==> src/hw/rtl/xm1k_pkg.sv <==
// xm1k_pkg: shared types, constants and the crc-16 step for the xmodem-1k sender
// no dependencies; imported by the sender top level and its checker

package xm1k_pkg;

  // defaults for the top-level parameters
  localparam int unsigned BlockBytesDef = 1024;
  localparam int unsigned AddrBitsDef   = 24;

  // fixed field and state widths
  localparam int unsigned FileSizeW = 24;
  localparam int unsigned FetchW    = 24;
  localparam int unsigned BlockNumW = 15;
  localparam int unsigned CrcW      = 16;

  // result queue geometry
  localparam int unsigned MaxRes    = 3;
  localparam int unsigned QueDepth  = 4;
  localparam int unsigned QuePtrW   = 2;
  localparam int unsigned QueCntW   = 3;

  // protocol characters
  localparam logic [7:0] ChStx   = 8'h02;
  localparam logic [7:0] ChEot   = 8'h04;
  localparam logic [7:0] ChAck   = 8'h06;
  localparam logic [7:0] ChNak   = 8'h15;
  localparam logic [7:0] ChCan   = 8'h18;
  localparam logic [7:0] ChC     = 8'h43;
  localparam logic [7:0] PadByte = 8'h1A;

  localparam logic [CrcW-1:0] CrcPoly = 16'h1021;

  // event codes
  localparam logic [1:0] EvNone  = 2'd0;
  localparam logic [1:0] EvEot   = 2'd1;
  localparam logic [1:0] EvAbort = 2'd2;

  // input word kinds
  localparam logic ActCtrl = 1'b0;
  localparam logic ActData = 1'b1;

  typedef enum logic [1:0] {
    PhWait = 2'b01,
    PhSend = 2'b10
  } phase_e;

  typedef struct packed {
    logic       action;
    logic [7:0] in_byte;
  } in_word_t;

  typedef struct packed {
    logic [7:0]        tx_byte;
    logic              tx_valid;
    logic              fetch_valid;
    logic [FetchW-1:0] fetch_address;
    logic [1:0]        event_code;
    logic              last;
  } out_word_t;

  // one byte through the crc-16 (msb first, no reflection)
  function automatic logic [CrcW-1:0] crc_byte(input logic [CrcW-1:0] crc,
                                               input logic [7:0]      b);
    logic [CrcW-1:0] c;
    c = crc ^ {b, 8'h00};
    for (int i = 0; i < 8; i++) begin
      c = c[CrcW-1] ? ((c << 1) ^ CrcPoly) : (c << 1);
    end
    return c;
  endfunction

endpackage

==> src/hw/rtl/xmodem_1k_crc_sender_top.sv <==
// xmodem_1k_crc_sender_top: xmodem-1k crc sender, control and result queue
// depends on xm1k_pkg
// the results of a word are written into the result queue and offered from there
// throughput: one word per cycle while each gives one result and the output drains;
//   a word giving three results holds off the input until at most one result waits (queue of four)
// reset: asynchronous active low; clears phase, counters, crc, abort flag, file_size

module xmodem_1k_crc_sender_top #(
  parameter int unsigned BLOCK_BYTES = xm1k_pkg::BlockBytesDef,
  parameter int unsigned ADDR_BITS   = xm1k_pkg::AddrBitsDef
) (
  input  logic                               clk_i,
  input  logic                               rst_ni,
  // receiver control bytes and fetched image bytes
  input  logic                               in_valid_i,
  output logic                               in_ready_o,
  input  xm1k_pkg::in_word_t                 in_word_i,
  // transmit bytes, fetch requests and events
  output logic                               out_valid_o,
  input  logic                               out_ready_i,
  output xm1k_pkg::out_word_t                out_word_o,
  // file size register
  input  logic                               cfg_we_i,
  input  logic [xm1k_pkg::FileSizeW-1:0]     cfg_data_i
);

  import xm1k_pkg::*;

  // offset within a block, and a byte position wide enough for any block
  localparam int unsigned OffW = $clog2(BLOCK_BYTES);
  localparam int unsigned PosW = BlockNumW + OffW + 1;
  localparam int unsigned CmpW = (PosW > FileSizeW) ? PosW : FileSizeW;

  // ---------------------------------------------------------------------------
  // transfer state
  // ---------------------------------------------------------------------------
  logic [FileSizeW-1:0] file_size_q;
  phase_e               phase_q, phase_d;
  logic [BlockNumW-1:0] bn_q, bn_d;
  logic [OffW-1:0]      off_q, off_d;
  logic [CrcW-1:0]      crc_q, crc_d;
  logic                 abort_q, abort_d;

  // result queue: up to three results written per word, one read per cycle while the output is ready
  out_word_t            que_q [QueDepth];
  logic [QuePtrW-1:0]   wr_ptr_q, rd_ptr_q;
  logic [QueCntW-1:0]   cnt_q, cnt_d;

  logic                 in_fire, out_fire;
  out_word_t            res [MaxRes];
  logic [1:0]           n_res;

  // data path for a fetched byte
  logic [PosW-1:0]      pos;
  logic                 pos_in_file;
  logic [7:0]           data_byte;
  logic [CrcW-1:0]      crc_next;
  logic                 block_end;
  logic [ADDR_BITS-1:0] next_addr;

  // block start
  logic [BlockNumW-1:0] bn_sel;
  logic                 do_start;
  logic [PosW-1:0]      base;
  logic [ADDR_BITS-1:0] base_addr;
  logic [7:0]           num_byte;

  // ready while at most one result waits, so three more always fit
  assign in_ready_o  = (cnt_q <= QueCntW'(1));
  assign in_fire     = in_valid_i & in_ready_o;
  assign out_valid_o = (cnt_q != '0);
  assign out_fire    = out_valid_o & out_ready_i;
  assign out_word_o  = que_q[rd_ptr_q];

  // position of the byte now arriving, padding past the end of the file
  assign pos         = PosW'(bn_q) * PosW'(BLOCK_BYTES) + PosW'(off_q);
  assign pos_in_file = CmpW'(pos) < CmpW'(file_size_q);
  assign data_byte   = pos_in_file ? in_word_i.in_byte : PadByte;
  assign crc_next    = crc_byte(crc_q, data_byte);
  assign block_end   = (off_q >= OffW'(BLOCK_BYTES - 1));
  assign next_addr   = ADDR_BITS'(pos + PosW'(1));

  always_comb begin
    phase_d  = phase_q;
    bn_d     = bn_q;
    off_d    = off_q;
    crc_d    = crc_q;
    abort_d  = abort_q;
    n_res    = '0;
    bn_sel   = bn_q;
    do_start = 1'b0;
    for (int k = 0; k < MaxRes; k++) begin
      res[k] = '0;
    end

    if (in_fire) begin
      if (in_word_i.action == ActCtrl) begin
        // control bytes count only between blocks
        if (phase_q == PhWait) begin
          unique case (in_word_i.in_byte)
            ChC: begin
              bn_sel   = '0;
              abort_d  = 1'b0;
              do_start = 1'b1;
            end
            ChAck: begin
              if (!abort_q) begin
                bn_sel   = bn_q + BlockNumW'(1);
                do_start = 1'b1;
              end
            end
            ChNak: begin
              if (!abort_q) begin
                do_start = 1'b1;
              end
            end
            ChCan: begin
              abort_d           = 1'b1;
              res[0].event_code = EvAbort;
              res[0].last       = 1'b1;
              n_res             = 2'd1;
            end
            default: ;
          endcase
        end
      end else if (phase_q == PhSend) begin
        crc_d            = crc_next;
        res[0].tx_byte   = data_byte;
        res[0].tx_valid  = 1'b1;
        if (block_end) begin
          // last data byte, then the crc high byte first
          phase_d          = PhWait;
          off_d            = '0;
          res[1].tx_byte   = crc_next[15:8];
          res[1].tx_valid  = 1'b1;
          res[2].tx_byte   = crc_next[7:0];
          res[2].tx_valid  = 1'b1;
          res[2].last      = 1'b1;
          n_res            = 2'd3;
        end else begin
          off_d                 = off_q + OffW'(1);
          res[0].fetch_valid    = 1'b1;
          res[0].fetch_address  = FetchW'(next_addr);
          res[0].last           = 1'b1;
          n_res                 = 2'd1;
        end
      end
    end

    // new block or end of transmission
    base      = PosW'(bn_sel) * PosW'(BLOCK_BYTES);
    base_addr = ADDR_BITS'(base);
    num_byte  = bn_sel[7:0];
    if (do_start) begin
      bn_d = bn_sel;
      if (CmpW'(base) < CmpW'(file_size_q)) begin
        phase_d              = PhSend;
        off_d                = '0;
        crc_d                = '0;
        res[0].tx_byte       = ChStx;
        res[0].tx_valid      = 1'b1;
        res[1].tx_byte       = num_byte;
        res[1].tx_valid      = 1'b1;
        res[2].tx_byte       = ~num_byte;
        res[2].tx_valid      = 1'b1;
        res[2].fetch_valid   = 1'b1;
        res[2].fetch_address = FetchW'(base_addr);
        res[2].last          = 1'b1;
        n_res                = 2'd3;
      end else begin
        res[0].tx_byte    = ChEot;
        res[0].tx_valid   = 1'b1;
        res[0].event_code = EvEot;
        res[0].last       = 1'b1;
        n_res             = 2'd1;
      end
    end

    cnt_d = cnt_q + QueCntW'(n_res) - QueCntW'(out_fire);
  end

  always_ff @(posedge clk_i or negedge rst_ni) begin
    if (!rst_ni) begin
      file_size_q <= '0;
      phase_q     <= PhWait;
      bn_q        <= '0;
      off_q       <= '0;
      crc_q       <= '0;
      abort_q     <= 1'b0;
      wr_ptr_q    <= '0;
      rd_ptr_q    <= '0;
      cnt_q       <= '0;
    end else begin
      if (cfg_we_i) begin
        file_size_q <= cfg_data_i;
      end
      phase_q  <= phase_d;
      bn_q     <= bn_d;
      off_q    <= off_d;
      crc_q    <= crc_d;
      abort_q  <= abort_d;
      wr_ptr_q <= wr_ptr_q + QuePtrW'(n_res);
      rd_ptr_q <= rd_ptr_q + QuePtrW'(out_fire);
      cnt_q    <= cnt_d;
    end
  end

  // queue payload, no reset
  always_ff @(posedge clk_i) begin
    for (int k = 0; k < MaxRes; k++) begin
      if (QueCntW'(k) < QueCntW'(n_res)) begin
        que_q[wr_ptr_q + QuePtrW'(k)] <= res[k];
      end
    end
  end

endmodule

==> config.mk <==
export PLATFORM = sky130hd
export DESIGN_NAME = xmodem_1k_crc_sender_top
export DESIGN_NICKNAME = d
export VERILOG_FILES = /design/src/hw/rtl/xm1k_pkg.sv /design/src/hw/rtl/xmodem_1k_crc_sender_top.sv
export SDC_FILE = /design/constraint.sdc
export NUM_CORES = 1
export LEC_CHECK = 0
export BUFFER_PORTS_ARGS = -buffer_cell sky130_fd_sc_hd__buf_2
export CAP_MARGIN = 20
export CORE_MARGIN = 4
export CORE_UTILIZATION = 35
export CTS_CLUSTER_SIZE = 40
export DETAILED_ROUTE_END_ITERATION = 12
export SYNTH_ARGS = -nofsm -noshare
export SYNTH_HDL_FRONTEND = slang
export SYNTH_SLANG_ARGS = --single-unit
==> constraint.sdc <==
create_clock -name clk_i -period 13.55 [get_ports clk_i]
set_clock_uncertainty 0.05 [all_clocks]
set_input_delay 0 -clock clk_i [delete_from_list [all_inputs] [get_ports clk_i]]
set_output_delay 0 -clock clk_i [all_outputs]
set_load 0.005 [all_outputs]
**Yosys cells after proc, flatten, opt, wreduce, memory -nomap -nowiden**

Memory sizes are Yosys's and may differ from the RTL's.
Index checks and enable logic that the tools add are counted.

- Word-level logic and storage cells: 130
- Output and inout bits: 39
- Input port bits: 38
- Memory bits (writable): 148
- Memories kept: 1
- Register bits: 75

- Equality and inequality tests: 6
- Bitwise operators: 13
- Add/sub/neg operators: 10
- Reduce and logical (&&, ||, !) cells: 4
- Magnitude comparators: 7
- Multiplexer cells: 80

Memories:

| memory | words | width | read ports | clocked after memory_dff | wr ports | RTL line | source |
|---|---|---|---|---|---|---|---|
| que_q | 4 | 37 | 1 | 0 | 3 | xmodem_1k_crc_sender_top.sv:45 | `out_word_t que_q [QueDepth];` |

Operators by type and width:

| operator | number |
|---|---|
| 34-bit two-way mux | 4 |
| 13-bit two-way mux | 8 |
| 16-bit two-way mux | 5 |
| 9-bit two-way mux | 8 |
| 10-bit two-way mux | 7 |
| 15-bit two-way mux | 4 |
| 46-bit two-way mux | 1 |
| 15-bit case mux with 2 select lines | 1 |
| 25-bit by 10-bit adder with 26-bit output | 1 |
| 26-bit by 24-bit less-than comparator with 1-bit output | 1 |
| 2-bit two-way mux | 13 |
| 25-bit by 24-bit less-than comparator with 1-bit output | 1 |
| 25-bit two-way mux | 1 |
| 24-bit by 1-bit adder with 24-bit output, second input constant | 1 |
| 3-bit inverter | 8 |
| 1-bit two-way mux | 20 |
| 8-bit by 5-bit equality test with 1-bit output, second input constant | 2 |
| 16-bit XOR | 1 |
| 15-bit by 1-bit adder with 15-bit output, second input constant | 1 |
| 12-bit two-way mux | 1 |
| 10-bit by 1-bit adder with 10-bit output, second input constant | 1 |
| 10-bit >= comparator, second input constant | 1 |
| 3-bit two-way mux | 3 |
| 8-bit by 3-bit equality test with 1-bit output, second input constant | 1 |
| other kinds (22) | 25 |

**Longest topological paths before layout**

Gate-level depths: netlist of run 1.

- Depth after elaboration: 26
- Gate-level depth with buffers: 22
- Depth with buffers taken out: 19

**Worst setup path after synthesis of run 1**

OpenSTA, ideal clock, no wires.

- Path type: register to register
- Start: reg cnt_q[1]
- End: reg cnt_q[2]
- Arrival: 4,911 ps
- Clock period less this slack: 5,084 ps
- Slack: 8,466 ps
- Library setup time: 123 ps
- Cell stages (with the launch flop): 21
- Cell sequence: dfrtp_1 -> or3b_4 -> or4b_1 -> buf_2 -> nor2_2 -> nand2_1 -> mux2_2 -> clkbuf_1 -> inv_1 -> ha_1 -> nand2_1 -> o21ai_0 -> a221o_1 -> or4_1 -> buf_6 -> nand2_8 -> inv_4 -> ha_1 -> fa_1 -> xor2_1 -> xnor2_1

- Word-level cells in the longest chain between the ends: 8
- Elaborated cells on any way between the ends: 12

RTL lines:

| element | RTL line | source |
|---|---|---|
| from (decl) | xmodem_1k_crc_sender_top.sv:47 | `logic [QueCntW-1:0] cnt_q, cnt_d;` |
| from (signal assigned) | xmodem_1k_crc_sender_top.sv:204 | `cnt_q <= cnt_d;` |
| 3-bit by 1-bit <= comparator with 1-bit output | xmodem_1k_crc_sender_top.sv:69 | `assign in_ready_o = (cnt_q <= QueCntW'(1));` |
| 1-bit bitwise AND | xmodem_1k_crc_sender_top.sv:70 | `assign in_fire = in_valid_i & in_ready_o;` |
| 15-bit two-way mux | xmodem_1k_crc_sender_top.sv:96 | `if (in_fire) begin` |
| via base[15] | xmodem_1k_crc_sender_top.sv:64 | `logic [PosW-1:0] base;` |
| 25-bit by 24-bit less-than comparator with 1-bit output | xmodem_1k_crc_sender_top.sv:156 | `if (CmpW'(base) < CmpW'(file_size_q)) begin` |
| 2-bit two-way mux | xmodem_1k_crc_sender_top.sv:156 |  |
| 2-bit two-way mux | xmodem_1k_crc_sender_top.sv:154 | `if (do_start) begin` |
| 3-bit by 2-bit adder with 3-bit output | xmodem_1k_crc_sender_top.sv:179 | `cnt_d = cnt_q + QueCntW'(n_res) - QueCntW'(out_fire);` |
| 3-bit by 1-bit subtractor with 3-bit output | xmodem_1k_crc_sender_top.sv:179 |  |
| via cnt_d[2] | xmodem_1k_crc_sender_top.sv:47 |  |

The timed path passes the listed nets, and every way through them passes these cells.
A chain may end at the register's enable or synchronous reset.

==> summary.md, run 1 <==
| Metric | Value |
|---|---|
| Largest net degree at the start of global routing | `76` |
| DRC | `0` |
| Syn Inst Count | `1,244` |
| Post-synth EDFFs | `100` |
| Synthesized area per cell | `10.0 sq um` |
| HPWL Detailed | `29.3 mm` |
| CP endpoint kind | `flop` |
| Cell-internal power | `0.00123 W` |
| Violated checks | `negative hold slack` |
| Setup CP Type | `reg -> reg` |
| Pwr Density | `111 nW/um^2` |
| Most frequent cell after synthesis | `nand2_1` |
| WP data arrival | `6.19 ns` |
| Final WL | `40.7 mm` |
| Setup Viol. Count Final | `0` |
| Least-Margin Pin Slew | `0.963 ns` |
| Sink Count | `223` |
| Max VDD drop | `0.0000799 V` |
| HP Class | `in -> reg` |
| All-Layer GR Usage | `20.5%` |
| CTS tree | `yes` |
| WL/cell | `22.4 um` |
| Area delta synth->final | `17.6%` |
| Nets | `1,423` |
| CP Max Fanout | `25` |
| Die Wd | `197 um` |
| First drt pass iteration count | `7` |
| H-tree lvl count | `1` |
| Leakage | `5.44 nW` |
| Yosys warns | `0` |
| Core ar. | `34,900 sq um` |
| Required @ worst endpoint | `13.66 ns` |
| Final setup TNS | `0 ns` |
| Top FF cell, synth | `edfxtp_1` |
| Logic gate share of total power | `12.0%` |
| Port Buffers | `76` |
| Clock-pin slew on the worst setup and hold paths | `0.06 ns` |
| Final ANT Viol Nets | `0` |
| Syn_nets | `1,327` |
| Post-synth cell types | `75` |
| Starting DRT DRC Count | `1,367` |
| Die height | `197 um` |
| Final WS setup | `7.47 ns` |
| Synth area leader | `edfxtp_1` |
| Post-Place Cells | `1,715` |
| Layout Cells excl Fill | `1,815` |
| Final hold slack | `-0.000411 ns` |
| Vias per Instance | `5.74` |
| Vias after detailed routing | `10.4k` |
| Dpl ws | `7.49 ns` |
| Clock period minus worst slack | `6.08 ns` |
| P_sw | `0.000406 W` |
| Final hold vios | `1` |
| FMAX | `0.164 GHz` |
| Relative slew slack | `35.6%` |
| Initial Util | `35.8%` |
| Worst Reg-to-Reg Cells | `16` |
| RSZ-0062 raised after global routing | `false` |
| Ant. Diodes | `0` |
| First-pass GRT wire length | `62.2 mm` |
| Vias in the first global route | `10.0k` |
| Cell area after technology mapping | `12,500 sq um` |
| Sequential area share after synthesis | `46.8%` |
| Flops & latches, synth | `223` |
| Run status | `complete, but fails checks` |
| Num ports | `77` |
| Layout cell share with drive strength beyond 1 | `15.7%` |
| Switching share of power | `24.9%` |
| Hold path cells | `2` |
| Final worst path period share | `44.9%` |
| Root buffer selected by CTS | `clkbuf_16` |
| Synth area leaders | `edfxtp_1 (24%), dfrtp_1 (15%), dfxtp_1 (7.7%), mux4_2 (6.7%), nand2_1 (5.5%)` |
| Worst setup SP type | `flop` |
| Max-Cap Viols | `0` |
| Number of CTS-inserted buffers | `26` |
| Share of the synthesized area in the top cell type | `24.1%` |
| Slew Limit Fails | `0` |
| Clock share of power | `43.7%` |
| Post-synth top cells | `nand2_1 (182), edfxtp_1 (100), nor2_1 (87)` |
| Die area | `38,700 sq um` |
| Placer Congestion | `0.986` |
| Number of fill cells | `3,400` |
| Post-CTS setup buffer count | `0` |
| # rows | `68` |
| Initial antenna violation count | `1` |
| Overflow after GRT | `0` |
| Clk_lat worst skew | `0.53 ns` |
| Sequential share of power | `44.4%` |
| Clock buffer depth | `3` |
| Share of flip-flops with an asynchronous set or reset | `33.6%` |
==> through the flow <==
stage | util, % | instance area [sq um] | total power, W
3_5_place_dp | 38.0 | 13300 | 0.000927
3_3_place_gp | 37.9 | 13200 | 0.000925
2_1_floorplan | - | 12500 | 0.000869
6_report | 42.0 | 14700 | 0.00163
5_1_grt | 42.0 | 14700 | 0.00170
4_1_cts | 41.9 | 14600 | 0.00165
==> cell families after synthesis <==
family          after synthesis  synth area share [%]
compound gates              325                  16.4
buf+inv                     130                  4.36
fa+ha+maj                    45                  4.57
mux                          47                  7.55
flops                       223                  46.8
xor+xnor                     62                  4.58
simple gates                412                  15.6
==> final timing paths <==
path | startpoint | slack [ns] | end
setup / recovery | cnt_q[1] | 7.47 | que_q[3][23]
hold / removal | cfg_we_i | -0.0004 | file_size_q[19]
setup reg to reg | cnt_q[1] | 7.47 | que_q[3][23]
hold reg to reg | que_q[0][1] | 0.40 | que_q[0][1]
max in group asynchronous | rst_ni | 12.53 | phase_q[0]
min in group asynchronous | rst_ni | 0.32 | rd_ptr_q[0]
==> state kept, by name (all words and copies together) (netlist names) <==
| name | flops |
|---|---|
| off_q | 10 |
| phase_q | 2 |
| bn_q | 15 |
| wr_ptr_q | 2 |
| rd_ptr_q | 2 |
| crc_q | 16 |
| abort_q | 1 |
| cnt_q | 3 |
| que_q | 148 |
| file_size_q | 24 |
==> final cells by class <==
| type | count | area [sq um] | share of cell area (%) |
|---|---|---|---|
| well taps | 455 | 569 | 3.88 |
| flip-flops and latches | 223 | 5840 | 39.8 |
| repair buffers | 151 | 1100 | 7.53 |
| inverters | 47 | 179 | 1.22 |
| multi-input cells | 891 | 6090 | 41.6 |
| clock inverters | 12 | 125 | 0.853 |
| clock buffers | 36 | 749 | 5.11 |
==> worst max-delay path, stage by stage (launching register included) <==
cell and delay, ns:
dfrtp_1 0.40, or3b_4 0.45, or4b_1 0.70, nor2_2 0.45, o21a_1 0.36, inv_1 0.17, ha_1 0.33, a21o_1 0.16
a21oi_1 0.13, nand2_1 0.07, a221o_1 0.35, or4_1 0.40, buf_4 0.27, nand2_8 0.14, inv_4 0.08, a21oi_2 0.47
or2_2 0.69
==> power groups by stage <==
stage          sequential [W]  clock [W]  combinational (W)
5_1_grt              0.000726   0.000753           0.000220
3_3_place_gp         0.000737          0           0.000188
4_1_cts              0.000724   0.000725           0.000201
6_report             0.000724   0.000713           0.000196
3_5_place_dp         0.000738          0           0.000189
2_1_floorplan        0.000735          0           0.000134
==> cell usage in the layout, fill, tap and decap left out, drive strengths merged, types with 7 or more instances in the layout <==
| cell type | Yosys | routed |
|---|---|---|
| mux4 | 37 | 37 |
| nand3 | 23 | 23 |
| o31a | 7 | 7 |
| o21ai | 91 | 91 |
| xor2 | 25 | 25 |
| inv | 47 | 49 |
| clkinv | 0 | 7 |
| a22oi | 14 | 14 |
| a21o | 10 | 10 |
| nor4 | 9 | 9 |
| a31oi | 15 | 15 |
| dfxtp | 48 | 48 |
| nand4 | 15 | 15 |
| and3 | 15 | 15 |
| xnor2 | 35 | 35 |
| buf | 27 | 100 |
| dlygate4sd3 | 0 | 51 |
| nor3 | 27 | 27 |
| clkbuf | 56 | 36 |
| a21oi | 85 | 85 |
| mux2 | 7 | 7 |
| nor2 | 91 | 91 |
| a22o | 23 | 23 |
| dfrtp | 74 | 74 |
| o21a | 12 | 12 |
| ha | 44 | 44 |
| edfxtp | 100 | 100 |
| nand2 | 185 | 185 |
| o22ai | 38 | 38 |
| and2 | 15 | 15 |
==> metal layers <==
| metal | routed length, um | vias up | global-route usage (%) |
|---|---|---|---|
| met2 | 17500 | 561 | 30.1 |
| met1 | 17600 | 4993 | 30.6 |
| met4 | 1480 | 2 | 6.55 |
| met3 | 4080 | 115 | 3.88 |
| li1 | - | 4751 | - |
| met5 | 13 | - | 0 |
==> timing repair <==
action,CTS,global route
endpoints found under the setup margin,0,0
hold buffers,50,1
endpoints found under the hold margin,105,6
resized for setup,0,0
Note: power is estimated with default switching activity, not from simulation.
==> run 2: changes to the inputs <==
clock period = 5.8 ns   (was 13.55 ns; I/O delays follow)
==> run 2 against run 1 <==
- the flow now finishes without violations
- non-clock buffer count increased by 24
- sequential share of layout area decreased by 0.60 points
- register-to-register slack got worse by 7.1 ns
- routed wire length increased by 1.2%
- largest power group unchanged
- sequential power increased by 140%
- power increased by 140%
- first-iteration DRC count decreased by 11%
- clock power increased by 140%
- global-route usage increased by 0.48 points
- die area unchanged
- core utilization increased by 0.64 points
==> summary.md, run 2 (synthesis results as in run 1) <==
| Metric | Value |
|---|---|
| Hold_buf cts | `63` |
| Reg with most FFs | `que_q` |
| Area delta synth->final | `19.3%` |
| Logic gate share of total power | `11.8%` |
| H-tree lvl count | `1` |
| RSZ-0062 raised after global routing | `false` |
| Setup Viol. Count Final | `0` |
| CP endpoint kind | `flop` |
| Starting DRT DRC Count | `1,215` |
| Nets | `1,447` |
| Commonest non-fill, non-tap cells in the layout | `nand2_1 (182), edfxtp_1 (100), nor2_1 (87), a21oi_1 (80), o21ai_0 (79)` |
| Overflow after GRT | `0` |
| Number of fill cells | `3,383` |
| Sequential share of power | `44.1%` |
| Max VDD drop | `0.000172 V` |
| Clock share of power | `44.1%` |
| Placer Congestion | `0.980` |
| Final hold vios | `0` |
| Placed Area | `13,300 sq um` |
| Max-Cap Viols | `0` |
| Cell-internal power | `0.00289 W` |
| Final hold slack | `0.00704 ns` |
| Layout cell share with drive strength beyond 1 | `16.4%` |
| DRC | `0` |
| Post_cts resized | `0` |
| Most common cell after layout, fill and taps aside | `nand2_1` |
| FMAX | `0.186 GHz` |
| # rows | `68` |
| Switching share of power | `25.2%` |
| Vias per Instance | `5.76` |
| Relative slew slack | `32.3%` |
| Clock period minus worst slack | `5.38 ns` |
| Final WL | `41.2 mm` |
| Clk_lat worst skew | `0.54 ns` |
| Die Wd | `197 um` |
| Largest net degree at the start of global routing | `76` |
| All-Layer GR Usage | `21.0%` |
| Leakage | `5.57 nW` |
| CTS tree | `yes` |
| Vias after detailed routing | `10.6k` |
| Ant. Diodes | `0` |
| Least-Margin Pin Slew | `1.01 ns` |
| WP data arrival | `5.78 ns` |
| Number of CTS-inserted buffers | `26` |
| Initial antenna violation count | `0` |
| Worst setup SP type | `flop` |
| Final setup TNS | `0 ns` |
| Max reg flops | `148` |
| Initial Util | `35.8%` |
| Regs by FF count | `que_q: 148 flops, file_size_q: 24 flops, crc_q: 16 flops` |
| Required @ worst endpoint | `6.20 ns` |
| Core ar. | `34,900 sq um` |
| First drt pass iteration count | `6` |
| Post-CTS setup buffer count | `0` |
| Clock buffer depth | `3` |
| Die height | `197 um` |
| Die area | `38,700 sq um` |
| Port Buffers | `76` |
| Post-route cell area | `14,900 sq um` |
| HPWL Detailed | `29.2 mm` |
| WL/cell | `22.4 um` |
| Pwr Density | `260 nW/um^2` |
| Clock-pin slew on the worst setup and hold paths | `0.06 ns` |
| Vias in the first global route | `10.3k` |
| Run status | `completed` |
| Setup CP Type | `reg -> reg` |
| P_sw | `0.000973 W` |
| Final core utilization | `42.7%` |
| Final worst path period share | `92.8%` |
| Root buffer selected by CTS | `clkbuf_16` |
| Reg2reg setup slack | `0.42 ns` |
| Slew Limit Fails | `0` |
| Num ports | `77` |
| CP Max Fanout | `10` |
| Final ANT Viol Nets | `0` |
| First-pass GRT wire length | `63.6 mm` |
| HP Class | `in -> reg` |
| Sink Count | `223` |
[run 2: cell type report]
class	instances	area, sq um	share of cell area (%)
clock buffer	32	756	5.08
clock inverter	16	144	0.966
inverter	47	179	1.20
multi-input combinational	891	6090	40.9
sequential	223	5840	39.2
tap	455	569	3.82
timing repair buffer	175	1300	8.76
[run 2: stage by stage]
stage	total power, W	setup WS (ns)	instances
floorplan	0.00203	0.716	1244
global placement	0.00216	0.541	1725
detailed placement	0.00217	0.460	1725
CTS	0.00391	0.416	1836
global route	0.00402	0.0845	1839
finish	0.00387	0.416	1839
[run 2: power by group through the flow]
stage | logic [W] | registers [W] | clock network [W]
after floorplan | 0.000313 | 0.00172 | 0
final | 0.000455 | 0.00171 | 0.00171
after detailed placement | 0.000428 | 0.00174 | 0
after global routing | 0.000509 | 0.00171 | 0.00180
after CTS | 0.000465 | 0.00171 | 0.00173
after global placement | 0.000422 | 0.00174 | 0
[run 2: final timing paths]
path / startpoint / endpoint / cells past startpoint
worst max-delay path: cnt_q[1] / cnt_q[2] / 16
max in group asynchronous: rst_ni / phase_q[0] / 4
worst min-delay path: cfg_we_i / file_size_q[17] / 2
worst max register to register: cnt_q[1] / cnt_q[2] / 16
worst min register to register: que_q[3][8] / que_q[3][8] / 2
min in group asynchronous: rst_ni / rd_ptr_q[1] / 3
[run 2: worst max-delay path, stage by stage (launching register included)]
cell and delay, ns:
dfrtp_1 0.41, or3b_4 0.43, or4b_1 0.56, nor2_2 0.37, nand2_1 0.16, o21ai_0 0.50, ha_1 0.36, a21oi_1 0.12
nand2_1 0.07, a221o_1 0.36, or4_1 0.54, nand2_8 0.16, inv_4 0.11, ha_1 0.31, fa_1 0.43, xor2_1 0.19
xnor2_1 0.14
[run 2: layer usage]
| metal | routed length [um] | vias up | global-route usage [%] |
|---|---|---|---|
| li1 | - | 4801 | - |
| met1 | 17900 | 5157 | 30.5 |
| met2 | 18800 | 559 | 33.5 |
| met3 | 3500 | 74 | 2.82 |
| met4 | 1010 | 0 | 4.90 |
| met5 | 0 | - | 0 |
